--- src/hw/rtl/text_console_writer_assert.svh ---
// Assertion macros used by the text console writer back end.
`ifndef TEXT_CONSOLE_WRITER_ASSERT_SVH
`define TEXT_CONSOLE_WRITER_ASSERT_SVH

// Property must hold at every clock edge outside reset.
`define TCW_ASSERT(lbl, prop, msg) \
  lbl: assert property (@(posedge clk_i) disable iff (!rst_ni) (prop)) \
    else $error(msg);

// Condition must never be seen at a clock edge outside reset.
`define TCW_NEVER(lbl, cond, msg) \
  lbl: assert property (@(posedge clk_i) disable iff (!rst_ni) !(cond)) \
    else $error(msg);

`endif

--- src/hw/rtl/tcw_pkg.sv ---
// Types, constants and helpers for the text console writer.
`default_nettype none
package tcw_pkg;

  localparam int COLUMNS        = 80;
  localparam int ROWS           = 25;
  localparam int CELLS          = COLUMNS * ROWS;
  localparam int LAST_ROW_START = CELLS - COLUMNS;
  localparam int ADDR_W         = $clog2(CELLS);
  localparam int COL_W          = 7;
  localparam int ROW_W          = 5;
  localparam int CHAR_W         = 8;
  localparam int DATA_W         = 16;
  localparam int OP_W           = 2;
  localparam int QUEUE_DEPTH    = 2;

  localparam logic [CHAR_W-1:0] NEWLINE_CHAR = 8'd10;
  localparam logic [CHAR_W-1:0] BLANK_CHAR   = 8'h20;

  localparam logic [OP_W-1:0] OP_PUT  = 2'd0;
  localparam logic [OP_W-1:0] OP_SET  = 2'd1;
  localparam logic [OP_W-1:0] OP_READ = 2'd2;

  typedef enum logic [2:0] {
    CMD_NOP,
    CMD_PUT,
    CMD_NEWLINE,
    CMD_SET,
    CMD_READ
  } cmd_kind_e;

  typedef struct packed {
    logic [OP_W-1:0]   opcode;
    logic [CHAR_W-1:0] character;
    logic [COL_W-1:0]  column;
    logic [ROW_W-1:0]  row;
  } req_t;

  typedef struct packed {
    logic [DATA_W-1:0] cell_data;
    logic [COL_W-1:0]  cursor_col;
    logic [ROW_W-1:0]  cursor_row;
  } rsp_t;

  typedef struct packed {
    cmd_kind_e         kind;
    logic [CHAR_W-1:0] ch;
    logic [COL_W-1:0]  col;
    logic [ROW_W-1:0]  row;
    logic [ADDR_W-1:0] addr;
  } cmd_t;

  // Linear cell address: row * COLUMNS + col (constant multiply).
  function automatic logic [ADDR_W-1:0] cell_addr(input logic [ROW_W-1:0] row,
                                                  input logic [COL_W-1:0] col);
    return ADDR_W'(row) * ADDR_W'(COLUMNS) + ADDR_W'(col);
  endfunction

endpackage
`default_nettype wire

--- src/hw/rtl/tcw_front.sv ---
// Front end: accepts transactions, saturates coordinates, classifies into commands.
`default_nettype none
module tcw_front (
  input  wire logic          in_valid_i,
  output logic               in_ready_o,
  input  wire tcw_pkg::req_t in_data_i,
  input  wire logic          accept_en_i,
  input  wire logic          q_ready_i,
  output logic               push_o,
  output tcw_pkg::cmd_t      cmd_o
);
  import tcw_pkg::*;

  logic [COL_W-1:0] col_sat;
  logic [ROW_W-1:0] row_sat;

  assign in_ready_o = q_ready_i && accept_en_i;
  assign push_o     = in_valid_i && in_ready_o;

  assign col_sat = (in_data_i.column > COL_W'(COLUMNS - 1)) ? COL_W'(COLUMNS - 1)
                                                            : in_data_i.column;
  assign row_sat = (in_data_i.row > ROW_W'(ROWS - 1)) ? ROW_W'(ROWS - 1)
                                                      : in_data_i.row;

  always_comb begin
    cmd_o.ch   = in_data_i.character;
    cmd_o.col  = col_sat;
    cmd_o.row  = row_sat;
    cmd_o.addr = cell_addr(row_sat, col_sat);
    case (in_data_i.opcode)
      OP_PUT:  cmd_o.kind = (in_data_i.character == NEWLINE_CHAR) ? CMD_NEWLINE : CMD_PUT;
      OP_SET:  cmd_o.kind = CMD_SET;
      OP_READ: cmd_o.kind = CMD_READ;
      default: cmd_o.kind = CMD_NOP;
    endcase
  end

endmodule
`default_nettype wire

--- config.mk ---
export PLATFORM = sky130hd
export DESIGN_NAME = tcw_front
export DESIGN_NICKNAME = d
export VERILOG_FILES = /design/src/hw/rtl/text_console_writer_assert.svh /design/src/hw/rtl/tcw_pkg.sv /design/src/hw/rtl/tcw_front.sv
export SDC_FILE = /design/constraint.sdc
export NUM_CORES = 1
export LEC_CHECK = 0
export BUFFER_PORTS_ARGS = -buffer_cell sky130_fd_sc_hd__buf_2
export CAP_MARGIN = 20
export CORE_UTILIZATION = 31
export DETAILED_ROUTE_END_ITERATION = 10
export PLACE_DENSITY = 0.83
export SLEW_MARGIN = 20
export SYNTH_ARGS = -nofsm -noshare
export SYNTH_HDL_FRONTEND = slang
export SYNTH_SLANG_ARGS = --single-unit
--- constraint.sdc ---
create_clock -name vclk -period 1.7
set_input_delay 0 -clock vclk [all_inputs]
set_output_delay 0 -clock vclk [all_outputs]
set_load 0.01 [all_outputs]
==> impl_metrics.json <==
{
  "timing.final.setup_violations": 3,
  "post-synth-top-count-cell": "buf_4",
  "dieWidth_microns": 42.4,
  "multi_input_combinational_cell_area_sq_um": 504,
  "required_ns": 1.70,
  "switching_share_pct": 45.6,
  "gp_congestion": 0.653,
  "power_report.internal_total_mw": 0.216,
  "power.ir.vdd_worst_uv": 201,
  "detailedRoute.firstPassIterationCount": 4,
  "rsz0062_at_grt": "yes",
  "postRouteWirelength_mm": 1.52,
  "critical_path.cell_chain": "buf_8, nand2_8, and2_4, ha_4, ha_4, inv_2, fa_2, nor4b_4, xor2_1, xnor2_1, buf_2",
  "synth.top_cells.by_count": "buf_4, ha_1",
  "total_number_of_vias": 621,
  "final_nets": 160,
  "placed_cells": 135,
  "critPathKind": "in2out",
  "layout_min_cycle_time_ns": 1.94,
  "cp_slowest_cell": "fa_2",
  "antenna_cells_inserted": 0,
  "maxSlewViolCount": 0,
  "netlist_area_sq_um": 505,
  "floorplan.initialDensity_pct": 33.6,
  "fp.coreArea_sq_mm": 0.00151,
  "finish.cell_count_without_fillers": 138,
  "worst-endpoint-arrival_ns": 1.94,
  "placementRows": 14,
  "power.share.sequential_pct": 0,
  "layout.sequential_cells": 0,
  "static-leakage-power_nw": 0.537,
  "grt_antenna_before_repair": 0,
  "remaining_drc_errors": 0,
  "yosysTopAreaCell": "ha_1",
  "drt.antenna.violating_nets": 0,
  "post-layout-total-power_mw": 0.398,
  "drive_above_1_share_pct": 72.1,
  "grt_remaining_overflow": 0,
  "synth_area_per_cell_sq_um": 7.90,
  "area_growth_syn_to_layout_pct": 90.3,
  "vias_per_cell": 4.50,
  "drtIter0Drc": 7,
  "yosysWarnings": 0,
  "number_of_standard_cells_after_synthesis": 64,
  "aggregate_global_route_resource_usage_pct": 16.1,
  "cellPowerDensity_mw_per_mm2": 413,
  "critical_path.max_fanout": 3,
  "finalHoldViolCount": 0,
  "critPathCaptureType": "output port",
  "layout.filler_cells": 147,
  "seq_area_sq_um": 0,
  "grt_first_pass_wirelength_mm": 2.39,
  "outcome": "complete, but fails checks",
  "synth.area.top_cells": "ha_1, buf_4, fa_1",
  "failed_checks": "setup timing",
  "netlist-cell-type-count": 22,
  "syn-num-nets": 100,
  "synth-seq-area-share_pct": 0,
  "io_pins": 61,
  "layout.clock_buffers": 0,
  "startpoint_type": "input pin",
  "detail_route.wl_per_cell_microns": 11.0,
  "cp_slowest_stage_delay_ns": 0.45,
  "min_path_type": "in2out",
  "worst-slew-pin-transition_ns": 0.427,
  "critPathBufInv": 3,
  "cpMostUsedCell": "ha_4",
  "power_frac_clock_pct": 0,
  "via_count_of_the_first_global_routing_pass": 623,
  "share_comb_of_total_power_pct": 100.0,
  "dieArea_sq_mm": 0.00180,
  "maximum_number_of_pins_on_one_net_before_global_route_repair": 6,
  "cts_hold_buf": 0,
  "final_hpwl_dp_mm": 1.27,
  "drv_cap": 0,
  "max_freq_mhz": 516,
  "critical-path-top-delay-family": "adder cells",
  "slew-limit-headroom_pct": 71.2,
  "power_switching_mw": 0.181,
  "synth_top_area_share_pct": 22.3,
  "period_share_pct": 114,
  "io_buffer_count": 61,
  "floorplan.die.height_microns": 42.4,
  "fin_ws_ns": -0.237
}
## metal layers
layer	up-vias	share of wire (%)	GRT usage, %
met3	0	5.9	0.431
met1	276	37	16.3
met5	-	0	0
met4	0	0	0
met2	30	57	36.6
li1	315	-	-
## cells in the final DEF (no fill, tap or decap), drive strengths merged
master	synthesis	layout
nand2b	4	4
nor2	1	1
nor3b	1	1
xor2	3	3
nor4	1	1
a21oi	4	4
and2b	1	1
fa	2	2
a31oi	1	1
ha	9	9
a21o	2	2
and2	4	4
buf	12	73
nor4b	1	1
o21ai	1	1
nor4bb	1	1
inv	4	4
nor2b	3	3
nand2	1	1
xnor2	4	4
and3	1	1
## layout make-up
| class | count | area share [%] |
|---|---|---|
| timing repair buffer | 73 | 44.0 |
| multi-input combinational | 45 | 52.4 |
| tap | 16 | 2.08 |
| inverter | 4 | 1.56 |
## final timing paths
kind                         to  slack [ns]           from  cells past startpoint
worst max-delay path  cmd_o[10]       -0.24   in_data_i[3]                     11
worst min-delay path  cmd_o[24]        0.19  in_data_i[13]                      2
## power groups by stage
| stage | Sequential (mW) | Clock [mW] | Combinational, mW |
|---|---|---|---|
| after global placement | 0 | 0 | 0.327 |
| after detailed placement | 0 | 0 | 0.333 |
| after CTS | 0 | 0 | 0.386 |
| after global routing | 0 | 0 | 0.433 |
| after floorplan | 0 | 0 | 0.205 |
| final | 0 | 0 | 0.398 |
## metrics by stage
step,hold slack (ns),worst slack [ns],util [%],TNS [ns],cell area (sq um)
floorplan,0.0441,-0.0402,-,-0.0402,568
global placement,0.192,-0.280,57.0,-0.558,858
detailed placement,0.197,-0.358,57.0,-0.653,858
CTS,0.196,-0.294,62.6,-0.498,943
global route,0.205,-0.340,63.9,-0.792,962
finish,0.195,-0.237,63.9,-0.568,962
## timing repair
item / in CTS / in global routing
resized for setup: 14 / 3
pin swaps: 8 / 4
setup endpoints to repair: 3 / 3
buffers inserted: 2 / 3
## cells by family (layout without fill, tap and decap cells)
family,Yosys count,count (layout),share of synthesized area [%]
buffers and inverters,19,77,23.0
adders and majority gates,11,11,30.2
xor gates and xnor gates,7,7,12.1
and+or+nand+nor,19,19,25.5
AOI/OAI and AO/OA,8,8,9.16
Power figures use the tool's default switching activity.
