[src/hw/rtl/text_console_writer_assert.svh]
// Assertion macros used by the text console writer back end.
`ifndef TEXT_CONSOLE_WRITER_ASSERT_SVH
`define TEXT_CONSOLE_WRITER_ASSERT_SVH

// Property must hold at every clock edge outside reset.
`define TCW_ASSERT(lbl, prop, msg) \
  lbl: assert property (@(posedge clk_i) disable iff (!rst_ni) (prop)) \
    else $error(msg);

// Condition must never be seen at a clock edge outside reset.
`define TCW_NEVER(lbl, cond, msg) \
  lbl: assert property (@(posedge clk_i) disable iff (!rst_ni) !(cond)) \
    else $error(msg);

`endif

[src/hw/rtl/tcw_pkg.sv]
// Types, constants and helpers for the text console writer.
`default_nettype none
package tcw_pkg;

  localparam int COLUMNS        = 80;
  localparam int ROWS           = 25;
  localparam int CELLS          = COLUMNS * ROWS;
  localparam int LAST_ROW_START = CELLS - COLUMNS;
  localparam int ADDR_W         = $clog2(CELLS);
  localparam int COL_W          = 7;
  localparam int ROW_W          = 5;
  localparam int CHAR_W         = 8;
  localparam int DATA_W         = 16;
  localparam int OP_W           = 2;
  localparam int QUEUE_DEPTH    = 2;

  localparam logic [CHAR_W-1:0] NEWLINE_CHAR = 8'd10;
  localparam logic [CHAR_W-1:0] BLANK_CHAR   = 8'h20;

  localparam logic [OP_W-1:0] OP_PUT  = 2'd0;
  localparam logic [OP_W-1:0] OP_SET  = 2'd1;
  localparam logic [OP_W-1:0] OP_READ = 2'd2;

  typedef enum logic [2:0] {
    CMD_NOP,
    CMD_PUT,
    CMD_NEWLINE,
    CMD_SET,
    CMD_READ
  } cmd_kind_e;

  typedef struct packed {
    logic [OP_W-1:0]   opcode;
    logic [CHAR_W-1:0] character;
    logic [COL_W-1:0]  column;
    logic [ROW_W-1:0]  row;
  } req_t;

  typedef struct packed {
    logic [DATA_W-1:0] cell_data;
    logic [COL_W-1:0]  cursor_col;
    logic [ROW_W-1:0]  cursor_row;
  } rsp_t;

  typedef struct packed {
    cmd_kind_e         kind;
    logic [CHAR_W-1:0] ch;
    logic [COL_W-1:0]  col;
    logic [ROW_W-1:0]  row;
    logic [ADDR_W-1:0] addr;
  } cmd_t;

  // Linear cell address: row * COLUMNS + col (constant multiply).
  function automatic logic [ADDR_W-1:0] cell_addr(input logic [ROW_W-1:0] row,
                                                  input logic [COL_W-1:0] col);
    return ADDR_W'(row) * ADDR_W'(COLUMNS) + ADDR_W'(col);
  endfunction

endpackage
`default_nettype wire

[src/hw/rtl/tcw_queue.sv]
// Short command queue between front and back end.
`default_nettype none
module tcw_queue (
  input  wire logic          clk_i,
  input  wire logic          rst_ni,
  input  wire logic          push_i,
  input  wire tcw_pkg::cmd_t cmd_i,
  output logic               ready_o,
  output logic               valid_o,
  output tcw_pkg::cmd_t      cmd_o,
  input  wire logic          pop_i
);
  import tcw_pkg::*;

  localparam int PTR_W = $clog2(QUEUE_DEPTH);
  localparam int CNT_W = $clog2(QUEUE_DEPTH + 1);

  cmd_t             entry_q [QUEUE_DEPTH];
  logic [PTR_W-1:0] wr_ptr_q, wr_ptr_d;
  logic [PTR_W-1:0] rd_ptr_q, rd_ptr_d;
  logic [CNT_W-1:0] count_q, count_d;

  assign ready_o = (count_q != CNT_W'(QUEUE_DEPTH));
  assign valid_o = (count_q != '0);
  assign cmd_o   = entry_q[rd_ptr_q];

  // Pointers wrap at the depth.
  always_comb begin
    wr_ptr_d = wr_ptr_q;
    rd_ptr_d = rd_ptr_q;
    count_d  = count_q;
    if (push_i) begin
      wr_ptr_d = (wr_ptr_q == PTR_W'(QUEUE_DEPTH - 1)) ? '0 : wr_ptr_q + 1'b1;
    end
    if (pop_i) begin
      rd_ptr_d = (rd_ptr_q == PTR_W'(QUEUE_DEPTH - 1)) ? '0 : rd_ptr_q + 1'b1;
    end
    case ({push_i, pop_i})
      2'b10:   count_d = count_q + 1'b1;
      2'b01:   count_d = count_q - 1'b1;
      default: count_d = count_q;
    endcase
  end

  always_ff @(posedge clk_i or negedge rst_ni) begin
    if (!rst_ni) begin
      wr_ptr_q <= '0;
      rd_ptr_q <= '0;
      count_q  <= '0;
    end else begin
      wr_ptr_q <= wr_ptr_d;
      rd_ptr_q <= rd_ptr_d;
      count_q  <= count_d;
    end
  end

  always_ff @(posedge clk_i) begin
    if (push_i) begin
      entry_q[wr_ptr_q] <= cmd_i;
    end
  end

endmodule
`default_nettype wire

[config.mk]
export PLATFORM = sky130hd
export DESIGN_NAME = tcw_queue
export DESIGN_NICKNAME = d
export VERILOG_FILES = /design/src/hw/rtl/text_console_writer_assert.svh /design/src/hw/rtl/tcw_pkg.sv /design/src/hw/rtl/tcw_queue.sv
export SDC_FILE = /design/constraint.sdc
export NUM_CORES = 1
export LEC_CHECK = 0
export ABC_AREA = 1
export BUFFER_PORTS_ARGS = -buffer_cell sky130_fd_sc_hd__buf_2
export CAP_MARGIN = 15
export CORE_MARGIN = 2
export CORE_UTILIZATION = 44
export CTS_BUF_LIST = sky130_fd_sc_hd__clkbuf_2 sky130_fd_sc_hd__clkbuf_4 sky130_fd_sc_hd__clkbuf_8
export DETAILED_ROUTE_END_ITERATION = 6
export GPL_ROUTABILITY_DRIVEN = 1
export PLACE_DENSITY_LB_ADDON = 0.08
export REMOVE_ABC_BUFFERS = 1
export SLEW_MARGIN = 15
export SYNTH_ARGS = -nofsm -noshare
export SYNTH_HDL_FRONTEND = slang
export SYNTH_SLANG_ARGS = --single-unit
[constraint.sdc]
create_clock -name clk_i -period 3.91 [get_ports clk_i]
set_input_delay 1.173 -clock clk_i [delete_from_list [all_inputs] [get_ports clk_i]]
set_output_delay 1.173 -clock clk_i [all_outputs]
set_load 0.05 [all_outputs]
==> results.cfg <==
[status]
run_status = completed

[timing]
fin_skew_ns = 0.007086
setup_violations = 0
timing.slew.headroom_pct = 71.30
worst_max_slew_pin_slew_ns = 0.4300
rsz_0062_raised_after_global_routing = no
final.min_clock_period_ns = 2.881
achievable-frequency_mhz = 347.1
min_period_over_period_pct = 73.68
report.final.hold_viol_count = 0
finalMaxSlewViolations = 0
totalNegativeSetupSlack_ns = 0
holdWs_ns = 0.5047

[cts]
htreeDepth = 3
cts_hold_repair.buffers = 0
clock_latency_ns = 0.32
cts_tree = yes
clockBufferDepth = 2
tritoncts.num_buffers = 9
cts_setup_buffers = 0
cts.sink_count = 72
clk_pin_slew_ns = 0.07
post_cts.resized_instances = 0
cts_root_buf = sky130_fd_sc_hd__clkbuf_8

[layout]
multi_input_combinational_cell_area_um2 = 407.9
fillerInstances = 523
layout-drive-gt1-share_pct = 34.97
area_delta_synth_final_pct = 21.97
final_nets = 320
antenna_cells_inserted = 0
final_cells = 361
layout.area.seq_um2 = 2143

[global_routing]
grtUsageMet3_pct = 4.573
grt_overflow_total = 0
globalRouteMet2Util_pct = 22.58
groute.layer.met1.usage_pct = 15.18
grt.total_usage_pct = 13.41
number_of_antenna_violations_at_the_first_check_in_global_routing = 0
grt_most_used_layer = met2
global_route_wire_length_before_repair_mm = 7.148
first_global_vias = 1586
largest_net_degree_at_the_start_of_global_routing = 47

[power]
power.ir.vdd_worst_mv = 0.4251
power_mw = 2.883
power.leakage_nw = 1.478
power_per_cell_area_nw_per_um2 = 854.2

[setup_path]
critPathRequiredTime_ns = 2.74
cp-start-kind = flop
critPathMaxFanout = 46
timing.rr.start = wr_ptr_q$_DFFE_PN0P_
startpoint = rd_ptr_q$_DFFE_PN0P_
setup.worst_path.class = flop to output pin
critPathCaptureType = output pin
worstPathArrival_ns = 1.71

[drt]
via_count = 1624
detail-route-antenna-nets = 0
drt-initial-drc-count = 82
drc = 0
avgRoutedWirePerCell_um = 11.94
routed_wirelength_mm = 4.311
pre_antenna_drt_iters = 3
post_drt_via_cell_ratio = 4.499

[yosys]
netlist_instances = 202
synth-main-ff-cell = sky130_fd_sc_hd__edfxtp_1
postSynthAreaPerCell_um2 = 13.70
synth.top_cell.area_share_pct = 73.78
async_flop_share_pct = 5.556
synth_top_cells_by_count = 68 x sky130_fd_sc_hd__edfxtp_1, 41 x sky130_fd_sc_hd__nand2_1, 40 x sky130_fd_sc_hd__inv_1
register_bit_total_from_synthesis = 72
synthesis.yosys.warnings = 0
most_area_consuming_cells_after_synthesis = sky130_fd_sc_hd__edfxtp_1 74%, sky130_fd_sc_hd__nand2_1 5.6%, sky130_fd_sc_hd__inv_1 5.4%
seq_area_frac_synth_pct = 77.40
area_leader_netlist = sky130_fd_sc_hd__edfxtp_1
post_synth_instance_area_um2 = 2768
synth.most_common_cell = sky130_fd_sc_hd__edfxtp_1
post_synth_num_cell_types = 17
synth_edf_count = 68

[die]
placementRows = 28
die_w_um = 83.31
pin_count = 74
initial_core_util_pct = 46.20
die-height_um = 83.31
design.die.area_um2 = 6941
design.core.area_um2 = 5991

[placement]
io_port_bufs = 73
globalplace.congestion = 0.7162
placedCellCount = 345
half_perimeter_wire_length_after_placement_mm = 2.938

[hold_path]
hold_path.class = flop to flop
holdCritStartpoint = count_q[0]$_DFFE_PN0P_

[run]
maxcap_viol_count = 0
==> worst max-delay path, cell delays in order (launching register included) <==
cell and delay (ns):
sky130_fd_sc_hd__dfrtp_2 0.61, sky130_fd_sc_hd__buf_12 0.26, sky130_fd_sc_hd__nand2_1 0.07, sky130_fd_sc_hd__o21ai_0 0.11
sky130_fd_sc_hd__buf_2 0.31
==> cell type report <==
cell class / count / share of cell area (%)
sequential: 72 / 63.49
multi-input combinational: 82 / 12.08
timing repair buffer: 76 / 11.86
clock buffer: 15 / 5.189
inverter: 40 / 4.448
tap: 75 / 2.780
clock inverter: 1 / 0.1483
==> metrics by stage <==
stage	utilization [%]	cell area, µm²	setup slack (ns)
2_1_floorplan	-	2693	0.4710
3_3_place_gp	53.34	3196	1.364
5_1_grt	56.35	3376	0.8846
4_1_cts	56.35	3376	0.9760
3_5_place_dp	53.34	3196	1.341
6_report	56.35	3376	1.029
==> cell families (layout without fill, tap and decap cells) <==
kind of cell	Yosys count	count (layout)	share of synthesized area [%]
DFF	72	72	77.40
buffers and inverters	48	132	8.137
and+or+nand+nor	44	44	6.103
AOI/OAI and AO/OA	34	34	6.962
xor gates and xnor gates	3	3	0.9495
adders and majority gates	1	1	0.4520
==> layer usage <==
metal	wire (µm)	part of all wire, %
met3	264	6.1
met5	0	0
met4	72	1.7
met2	2212	51
met1	1762	41
==> worst paths after layout <==
path                                             to  slack, ns  cells after the start
max                                        cmd_o[0]       1.03                      4
min                          count_q[0]$_DFFE_PN0P_       0.50                      1
max reg2reg                entry_q[1][22]$_DFFE_PP_       2.36                      3
min reg2reg                  count_q[0]$_DFFE_PN0P_       0.50                      1
max in group asynchronous      rd_ptr_q$_DFFE_PN0P_       3.12                      1
min in group asynchronous    count_q[1]$_DFFE_PN0P_       0.65                      1
==> registers in the layout, summed over array words and instances, names as in the netlist <==
signal,count
rd_ptr_q,1
count_q,2
wr_ptr_q,1
entry_q,68
==> placed cells by master, fill, tap and decap left out <==
master and n:
sky130_fd_sc_hd__buf_2 73, sky130_fd_sc_hd__o21ai_2 6, sky130_fd_sc_hd__ha_1 1, sky130_fd_sc_hd__dfrtp_2 1, sky130_fd_sc_hd__edfxtp_1 68, sky130_fd_sc_hd__o21ai_0 23
sky130_fd_sc_hd__nor2_4 1, sky130_fd_sc_hd__xor2_1 2, sky130_fd_sc_hd__clkbuf_8 10, sky130_fd_sc_hd__clkbuf_4 5, sky130_fd_sc_hd__buf_4 2, sky130_fd_sc_hd__clkinv_2 1
sky130_fd_sc_hd__buf_12 1, sky130_fd_sc_hd__nand3_1 1, sky130_fd_sc_hd__nand2_1 41, sky130_fd_sc_hd__dfrtp_1 3, sky130_fd_sc_hd__o21ai_1 5, sky130_fd_sc_hd__xnor2_1 1
sky130_fd_sc_hd__inv_1 40, sky130_fd_sc_hd__nand4_1 1
==> report_power, final <==
group	internal, mW	switching (mW)
clock	0.283	0.232
combinational	0.265	1.00
sequential	1.03	0.0766
total	1.57	1.31
Power figures use the tool's default switching activity.
